**src/rtl/mpc_pkg.sv**
```systemverilog
// Shared types and constants for the media presentation clock.
`timescale 1ns / 1ps
package mpc_pkg;

   // Event codes carried in the mode field of an item.
   localparam logic [3:0] MODE_QUERY   = 4'd0;
   localparam logic [3:0] MODE_SET     = 4'd1;
   localparam logic [3:0] MODE_PAUSE   = 4'd2;
   localparam logic [3:0] MODE_RESUME  = 4'd3;
   localparam logic [3:0] MODE_BUF_ON  = 4'd4;
   localparam logic [3:0] MODE_BUF_OFF = 4'd5;
   localparam logic [3:0] MODE_SPEED   = 4'd6;
   localparam logic [3:0] MODE_RESET   = 4'd7;
   localparam logic [3:0] MODE_DIFF    = 4'd8;

   // Register indexes; each register sits at byte address 8*index.
   localparam logic [2:0] REG_AUDIO_DELAY = 3'd0;
   localparam logic [2:0] REG_PLAYER_MODE = 3'd1;
   localparam logic [2:0] REG_SHIFT_EN    = 3'd2;
   localparam logic [2:0] REG_TS_ORIGIN   = 3'd3;
   localparam logic [2:0] REG_TIME_ORIGIN = 3'd4;

   localparam int unsigned ADDR_W = 6;
   localparam int unsigned DATA_W = 64;

   localparam logic [31:0] LOOP_SPAN     = 32'hFFFF_FFFF;
   // Largest quotient that can still be multiplied by 1000 without overflow.
   localparam logic [63:0] RESCALE_LIMIT = 64'd18446744073709551;

   typedef struct packed {
      logic        start;
      logic [63:0] dividend;
      logic [31:0] divisor;
   } div_req_type;

   typedef struct packed {
      logic        done;
      logic [63:0] quotient;
      logic [31:0] remainder;
   } div_rsp_type;

endpackage

```
**src/rtl/mpc_divider.sv**
```systemverilog
// Restoring divider, 64-bit dividend by 32-bit divisor, one quotient bit per cycle.
`timescale 1ns / 1ps
module mpc_divider (
   input  logic                 clock,
   input  logic                 reset,
   input  mpc_pkg::div_req_type req,
   output mpc_pkg::div_rsp_type rsp
);

   logic        busy_ff;
   logic        done_ff;
   logic [5:0]  count_ff;
   logic [63:0] quo_ff;
   logic [31:0] rem_ff;
   logic [31:0] div_ff;
   logic [32:0] partial;
   logic [32:0] diff;
   logic        fits;

   always_comb begin
      partial = {rem_ff, quo_ff[63]};
      diff    = partial - {1'b0, div_ff};
      fits    = partial >= {1'b0, div_ff};
   end

   always_ff @(posedge clock) begin
      if (reset) begin
         busy_ff  <= 1'b0;
         done_ff  <= 1'b0;
         count_ff <= '0;
      end else begin
         done_ff <= 1'b0;
         if (req.start) begin
            busy_ff  <= 1'b1;
            count_ff <= '0;
         end else if (busy_ff) begin
            count_ff <= count_ff + 6'd1;
            if (count_ff == 6'd63) begin
               busy_ff <= 1'b0;
               done_ff <= 1'b1;
            end
         end
      end
   end

   always_ff @(posedge clock) begin
      if (req.start) begin
         quo_ff <= req.dividend;
         rem_ff <= '0;
         div_ff <= req.divisor;
      end else if (busy_ff) begin
         quo_ff <= {quo_ff[62:0], fits};
         rem_ff <= fits ? diff[31:0] : partial[31:0];
      end
   end

   assign rsp.done      = done_ff;
   assign rsp.quotient  = quo_ff;
   assign rsp.remainder = rem_ff;

endmodule

```
**config.mk**
```make
export PLATFORM = sky130hd
export DESIGN_NAME = mpc_divider
export DESIGN_NICKNAME = d
export VERILOG_FILES = /design/src/rtl/mpc_pkg.sv /design/src/rtl/mpc_divider.sv
export SDC_FILE = /design/constraint.sdc
export NUM_CORES = 1
export LEC_CHECK = 0
export BUFFER_PORTS_ARGS = -buffer_cell sky130_fd_sc_hd__buf_2
export CAP_MARGIN = 40
export CORE_MARGIN = 2
export CORE_UTILIZATION = 58
export DETAILED_ROUTE_END_ITERATION = 10
export GPL_ROUTABILITY_DRIVEN = 0
export MAX_ROUTING_LAYER = met4
export PLACE_DENSITY_LB_ADDON = 0.3
export SETUP_SLACK_MARGIN = 0.1
export SLEW_MARGIN = 20
export SYNTH_ARGS = -nofsm -noshare
export SYNTH_HDL_FRONTEND = slang
export SYNTH_SLANG_ARGS = --single-unit
```
**constraint.sdc**
```tcl
create_clock -name clock -period 8.05 [get_ports clock]
set_input_delay 0 -clock clock [delete_from_list [all_inputs] [get_ports clock]]
set_output_delay 0 -clock clock [all_outputs]
set_load 0.005 [all_outputs]
```
==> flow_metrics.env, run 1 <==
export IMPL_status="finished clean"
export IMPL_grt_first_pass_wirelength_um=35600
export IMPL_combPwrFrac=0.196
export IMPL_crit_end="quo_ff[0]$_DFFE_PP_"
export IMPL_required_ns=8.23
export IMPL_cts_max_level=4
export IMPL_r2r_start="rem_ff[19]$_SDFFE_PP0P_"
export IMPL_cts_setup_buffers=0
export IMPL_drt_pass1_iterations=6
export IMPL_layout_nets=1113
export IMPL_clock_power_share=0.380
export IMPL_leakage_nw=4.40
export IMPL_end_kind="flop"
export IMPL_cts_tree="yes"
export IMPL_hold_buffers=97
export IMPL_crit_chain="ha_1 > a21o_1 > a31oi_1 > nor3b_1 > a31o_2 > nor3_4 > o21ai_4 > nand2_2 > mux2_2"
export IMPL_final_hold_viol_count=0
export IMPL_cts_sinks=136
export IMPL_ant_nets=0
export IMPL_routed_via_density=5.93
export IMPL_cp_arrival_ns=3.51
export IMPL_period_minus_slack_ns=3.33
export IMPL_cts_clk_slew_worst_paths_ns=0.06
export IMPL_cts_buffer_depth=2
export IMPL_worst_slew_pin_slew_ns=0.820
export IMPL_r2r_end="quo_ff[0]$_DFFE_PP_"
export IMPL_synth_distinct_cells=74
export IMPL_worst_path_stages=9
export IMPL_pin_count=196
export IMPL_fp_dieArea_sq_um=14100
export IMPL_synth_edf_count=96
export IMPL_p_sw_frac=0.271
export IMPL_peakVddDrop_uv=139
export IMPL_finalSetupViolCount=0
export IMPL_fmax_mhz=301
export IMPL_post_place_ws_ns=4.78
export IMPL_maxSlewViolCount=0
export IMPL_yosysSeqAreaShare=0.484
export IMPL_worstHoldPathCells=1
export IMPL_syn_nets=842
export IMPL_power_switching_mw=0.547
export IMPL_setup_ws_ns=4.72
export IMPL_ys_warn_count=0
export IMPL_period_share=0.413
export IMPL_start_util=0.599
export IMPL_overflow=0
export IMPL_rrSetupSlack_ns=4.72
export IMPL_startpoint_type="flop"
export IMPL_max_cap_violations=0
export IMPL_grt_pass1_vias=7045
export IMPL_routedWlPerCell_um=19.2
export IMPL_fin_skew_ns=0.0132
export IMPL_r2r_cells=9
export IMPL_vias=6909
export IMPL_grt_use_total=0.331
export IMPL_grt_start_max_net_pins=68
export IMPL_cp_slowest_cell="o21ai_4"
export IMPL_syn_area_sq_um=7620
export IMPL_critical_path_class="reg2reg"
export IMPL_core_sq_um=12700
export IMPL_synthCells=709
export IMPL_async_flop_share=0
export IMPL_startpoint="rem_ff[19]$_SDFFE_PP0P_"
export IMPL_cts_resized=0
export IMPL_post_dp_hpwl_um=13300
export IMPL_grt_setup_unrepaired="false"
export IMPL_slew_headroom=0.454
export IMPL_intPower_mw=1.47
export IMPL_synth_ff_type="edfxtp_1"
export IMPL_drive_gt1_frac=0.314
export IMPL_cp_max_fo=16
export IMPL_hp_class="in2reg"
export IMPL_total_power_mw=2.02
export IMPL_area_growth_pct=33.8
export IMPL_p_per_area_nw_per_um2=198
export IMPL_drt_iter0_markers=714
export IMPL_num_rows=41
export IMPL_route_detailed_drc=0
export IMPL_synth_avg_cell_area_sq_um=10.7
export IMPL_critical_path_top_delay_family="compound AO/OA/AOI/OAI gates"
export IMPL_hold_slack_ns=0.123
export IMPL_antenna_found_initial=1
export IMPL_power_share_sequential=0.424
export IMPL_io_buffers=195
export IMPL_yosys_register_bits=136
export IMPL_final_setup_tns_ns=0
export IMPL_crit_buf_inv=0
export IMPL_dieWidth_um=119
export IMPL_fp_dieH_um=119
export IMPL_clk_latency_ns=0.43
export IMPL_wirelength_um=22300
export IMPL_root_buffer="clkbuf_16"
export IMPL_slowest_delay_ns=0.47
export IMPL_cts_buffers=17
## worst min path at each step
| stage | start | end | slack [ns] |
|---|---|---|---|
| global route | req[96] | div_ff[10]$_DFFE_PP_ | 0.14 |
| global placement | reset | busy_ff$_SDFF_PP0_ | 0.17 |
| floorplan | reset | busy_ff$_SDFF_PP0_ | 0.07 |
| CTS | req[96] | div_ff[30]$_DFFE_PP_ | 0.12 |
| finish | req[96] | div_ff[10]$_DFFE_PP_ | 0.12 |
| detailed placement | reset | busy_ff$_SDFF_PP0_ | 0.18 |
## registers in the layout, summed over array words and instances, names as in the netlist
signal,flops
rem_ff,32
done_ff,1
div_ff,32
quo_ff,64
busy_ff,1
count_ff,6
## metrics by stage
step	util	area, sq um	instances
6_report	0.801	10200	1166
5_1_grt	0.801	10200	1166
4_1_cts	0.799	10200	1164
3_5_place_dp	0.677	8610	1035
3_3_place_gp	0.677	8610	1035
2_1_floorplan	-	7620	709
## Yosys cell counts, types with 4 or more instances
cell / n / share of area
o211ai_1: 11 / 0.011
ha_1: 33 / 0.054
mux2_2: 64 / 0.095
nand4_1: 15 / 0.012
o221ai_1: 5 / 0.0057
inv_1: 45 / 0.022
nand3_1: 20 / 0.013
a21oi_1: 32 / 0.021
a311oi_1: 13 / 0.015
a21o_1: 16 / 0.016
o311a_1: 5 / 0.0066
nor3_1: 9 / 0.0059
a31oi_1: 5 / 0.0041
xor2_1: 10 / 0.011
edfxtp_1: 96 / 0.38
nand2_1: 47 / 0.023
nor4_1: 5 / 0.0041
o21a_1: 4 / 0.0039
dfxtp_1: 40 / 0.11
clkbuf_1: 22 / 0.011
a211oi_1: 4 / 0.0039
buf_2: 13 / 0.0085
or3_1: 8 / 0.0066
o21ai_0: 32 / 0.021
nor2_1: 58 / 0.029
xnor2_1: 20 / 0.023
## layer usage
layer / global-route usage / vias up / wire length, um
met5: - / - / 0
met4: 0.122 / 0 / 620
met3: 0.0811 / 66 / 1740
met2: 0.556 / 375 / 11400
met1: 0.385 / 3285 / 8600
li1: - / 3183 / -
## power groups by stage
stage | registers (mW) | logic [mW] | clock network, mW
floorplan | 0.864 | 0.224 | 0
global placement | 0.862 | 0.335 | 0
detailed placement | 0.864 | 0.343 | 0
CTS | 0.851 | 0.382 | 0.768
global route | 0.862 | 0.432 | 0.803
finish | 0.856 | 0.396 | 0.769
## worst reg2reg max path, cell delays in order (launching register included)
cell and delay, ns:
dfxtp_1 0.35, ha_1 0.46, a21o_1 0.26, a31oi_1 0.25, nor3b_1 0.26, a31o_2 0.19, nor3_4 0.07, o21ai_4 0.47
nand2_2 0.39, mux2_2 0.38
## cell families (layout without fill, tap and decap cells)
group,after synthesis,count (layout),synth area share
adder cells (fa/ha/maj),34,34,0.0568
AND/OR/NAND/NOR,185,185,0.118
buffers and inverters,92,376,0.0539
other,0,1,0
AO/OA/AOI/OAI,165,165,0.155
flip-flops,136,136,0.484
XOR/XNOR,30,30,0.0345
multiplexers,67,67,0.0986
## cells in the final DEF, fill, tap and decap left out, drive strengths merged, types with 11 or more instances in the layout
cell type    synthesis  final
nand4               15     15
a21oi               32     32
nor2                58     58
xnor2               20     20
a21o                16     16
a311oi              14     14
edfxtp              96     96
ha                  33     33
inv                 45     46
mux2                64     64
dfxtp               40     40
nand2               48     48
o21ai               36     36
nand3               21     21
buf                 21    202
clkbuf              26     21
dlygate4sd3          0     97
o211ai              11     11
## final cells by class
cell class / count / area [sq um]
multi-input cells: 481 / 3520
inverters: 45 / 169
diodes: 1 / 2.50
repair buffers: 299 / 2020
well taps: 172 / 215
clock buffers: 21 / 450
flip-flops and latches: 136 / 3680
fillers: 803 / 2530
clock inverters: 11 / 125
Power figures use the tool's default switching activity.
==> run 2, diff against run 1 <==
--- a/config.mk
+++ b/config.mk
@@ -8,7 +8,7 @@
 export BUFFER_PORTS_ARGS = -buffer_cell sky130_fd_sc_hd__buf_2
 export CAP_MARGIN = 40
 export CORE_MARGIN = 2
-export CORE_UTILIZATION = 58
+export CORE_UTILIZATION = 54
 export DETAILED_ROUTE_END_ITERATION = 10
 export GPL_ROUTABILITY_DRIVEN = 0
 export MAX_ROUTING_LAYER = met4
==> constraint.sdc (replaced) <==
create_clock -name clock -period 3.25 [get_ports clock]
set_input_delay 0 -clock clock [delete_from_list [all_inputs] [get_ports clock]]
set_output_delay 0 -clock clock [all_outputs]
set_load 0.005 [all_outputs]
==> run 2 against run 1 <==
  * First-iteration DRC count down 11%
  * Flip-flop and latch count did not move
  * Combinational power is 150% higher
  * Die area grew 7.2%
  * Wire length shrank 3.1%
  * Global-route usage fell by 2.7 points
  * Sequential power increased by 150%
  * Non-clock buffer count grew 8
  * Core utilization down 5.5 points
  * Critical endpoint is now rem_ff[28]$_SDFFE_PP0P_
==> flow_metrics.env, run 2 (synthesis gave the netlist of run 1 again) <==
export IMPL_status="finished clean"
export IMPL_cts_max_level=4
export IMPL_vias=6756
export IMPL_root_buffer="clkbuf_16"
export IMPL_grt_setup_unrepaired="false"
export IMPL_routed_via_density=5.72
export IMPL_cts_buffer_depth=2
export IMPL_cp_slowest_cell="edfxtp_1"
export IMPL_drt_pass1_iterations=6
export IMPL_finalSetupViolCount=0
export IMPL_clock_power_share=0.399
export IMPL_max_cap_violations=0
export IMPL_final_hold_viol_count=0
export IMPL_grt_start_max_net_pins=76
export IMPL_layout_nets=1121
export IMPL_hold_start="req[96]"
export IMPL_grt_first_pass_wirelength_um=34100
export IMPL_slew_headroom=0.614
export IMPL_power_share_sequential=0.410
export IMPL_period_share=0.910
export IMPL_power_switching_mw=1.35
export IMPL_combPwrFrac=0.191
export IMPL_r2r_end="rem_ff[28]$_SDFFE_PP0P_"
export IMPL_cts_tree="yes"
export IMPL_maxSlewViolCount=0
export IMPL_cts_setup_buffers=0
export IMPL_hold_end="div_ff[8]$_DFFE_PP_"
export IMPL_worst_slew_pin_slew_ns=0.565
export IMPL_final_setup_tns_ns=0
export IMPL_fp_dieH_um=123
export IMPL_cts_sinks=136
export IMPL_slowest_delay_ns=0.43
export IMPL_setup_ws_ns=0.293
export IMPL_cts_buffers=17
export IMPL_overflow=0
export IMPL_p_sw_frac=0.262
export IMPL_pin_count=196
export IMPL_reg_top3="quo_ff (64), div_ff (32), rem_ff (32)"
export IMPL_intPower_mw=3.81
export IMPL_placedInstanceArea_sq_um=8720
export IMPL_fin_skew_ns=0.0130
export IMPL_end_kind="flop"
export IMPL_dieWidth_um=123
export IMPL_ant_nets=0
export IMPL_r2r_cells=11
export IMPL_critical_path_class="reg2reg"
export IMPL_antenna_found_initial=1
export IMPL_io_buffers=195
export IMPL_drive_gt1_frac=0.321
export IMPL_routedWlPerCell_um=18.3
export IMPL_clk_latency_ns=0.43
export IMPL_fmax_mhz=338
export IMPL_num_rows=43
export IMPL_cp_arrival_ns=3.26
export IMPL_fp_dieArea_sq_um=15100
export IMPL_grt_pass1_vias=6823
export IMPL_crit_chain="inv_1 > ha_1 > fa_1 > nand2b_1 > a21oi_1 > or3_1 > o311ai_1 > o2111ai_1 > o31ai_1 > xor2_1 > o221ai_1"
export IMPL_post_place_ws_ns=0.332
export IMPL_largest_reg_flops=64
export IMPL_required_ns=3.55
export IMPL_cp_max_fo=3
export IMPL_final_common_cell="buf_2"
export IMPL_grt_use_total=0.303
export IMPL_largest_register="quo_ff"
export IMPL_drt_iter0_markers=633
export IMPL_leakage_nw=4.47
export IMPL_fin_area_sq_um=10300
export IMPL_rrSetupSlack_ns=0.29
export IMPL_start_util=0.551
export IMPL_wirelength_um=21700
export IMPL_worstHoldPathCells=1
export IMPL_p_per_area_nw_per_um2=500
export IMPL_cts_clk_slew_worst_paths_ns=0.06
export IMPL_core_sq_um=13800
export IMPL_hp_class="in2reg"
export IMPL_area_growth_pct=35.5
export IMPL_most_common_layout_cells="buf_2 (194), dlygate4sd3_1 (97), edfxtp_1 (96)"
export IMPL_startpoint_type="flop"
export IMPL_period_minus_slack_ns=2.96
export IMPL_post_dp_hpwl_um=13800
export IMPL_r2r_start="quo_ff[63]$_DFFE_PP_"
export IMPL_route_detailed_drc=0
export IMPL_n_fill_cell=940
export IMPL_peakVddDrop_uv=372
run 2: metrics by stage:
| stage | hold slack (ns) | power [mW] | util | std cells |
|---|---|---|---|---|
| 2_1_floorplan | 0.0724 | 2.69 | - | 709 |
| 3_3_place_gp | 0.169 | 2.99 | 0.630 | 1052 |
| 3_5_place_dp | 0.174 | 3.00 | 0.630 | 1052 |
| 4_1_cts | 0.0988 | 5.15 | 0.746 | 1181 |
| 5_1_grt | 0.115 | 5.36 | 0.746 | 1182 |
| 6_report | 0.105 | 5.16 | 0.746 | 1182 |
run 2: timing repair:
| action | 4_1_cts | 5_1_grt |
|---|---|---|
| hold buffers | 97 | 0 |
| endpoints found under the setup margin | 0 | 4 |
| endpoints found under the hold margin | 104 | 0 |
| resized for setup | 0 | 2 |
run 2: cell type report:
type	count	area (sq um)	share of cell area
flip-flops and latches	136	3680	0.357
multi-input cells	481	3530	0.342
repair buffers	307	2090	0.202
clock buffers	23	489	0.0474
well taps	180	225	0.0218
inverters	45	169	0.0164
clock inverters	9	138	0.0133
diodes	1	2.50	0.000242
run 2: worst max-delay path, delay by kind of cell (launching register included):
family | cells | cell delay [ns]
xor gates and xnor gates | 1 | 0.23
adders and majority gates | 2 | 0.42
buffers and inverters | 1 | 0.11
and+or+nand+nor | 2 | 0.51
AOI/OAI and AO/OA | 5 | 1.16
DFF | 1 | 0.43
run 2: worst max path at each step:
stage	startpoint	endpoint	cells after the start
floorplan	rem_ff[17]$_SDFFE_PP0P_	quo_ff[0]$_DFFE_PP_	11
global placement	quo_ff[63]$_DFFE_PP_	rem_ff[30]$_SDFFE_PP0P_	11
detailed placement	quo_ff[63]$_DFFE_PP_	rem_ff[30]$_SDFFE_PP0P_	11
CTS	quo_ff[63]$_DFFE_PP_	rem_ff[30]$_SDFFE_PP0P_	11
global route	div_ff[13]$_DFFE_PP_	rem_ff[11]$_SDFFE_PP0P_	10
finish	quo_ff[63]$_DFFE_PP_	rem_ff[28]$_SDFFE_PP0P_	11
run 2: power by group through the flow:
stage	logic [mW]	registers [mW]	clock network, mW
after floorplan	0.554	2.14	0
after global placement	0.856	2.14	0
after detailed placement	0.864	2.14	0
after CTS	0.961	2.11	2.08
after global routing	1.07	2.13	2.15
final	0.985	2.12	2.06
run 2: layer usage:
metal	vias up	global-route usage	wire length, um
li1	3205	-	-
met1	3193	0.357	8850
met2	306	0.498	10700
met3	52	0.0781	1550
met4	0	0.119	593
met5	-	-	0
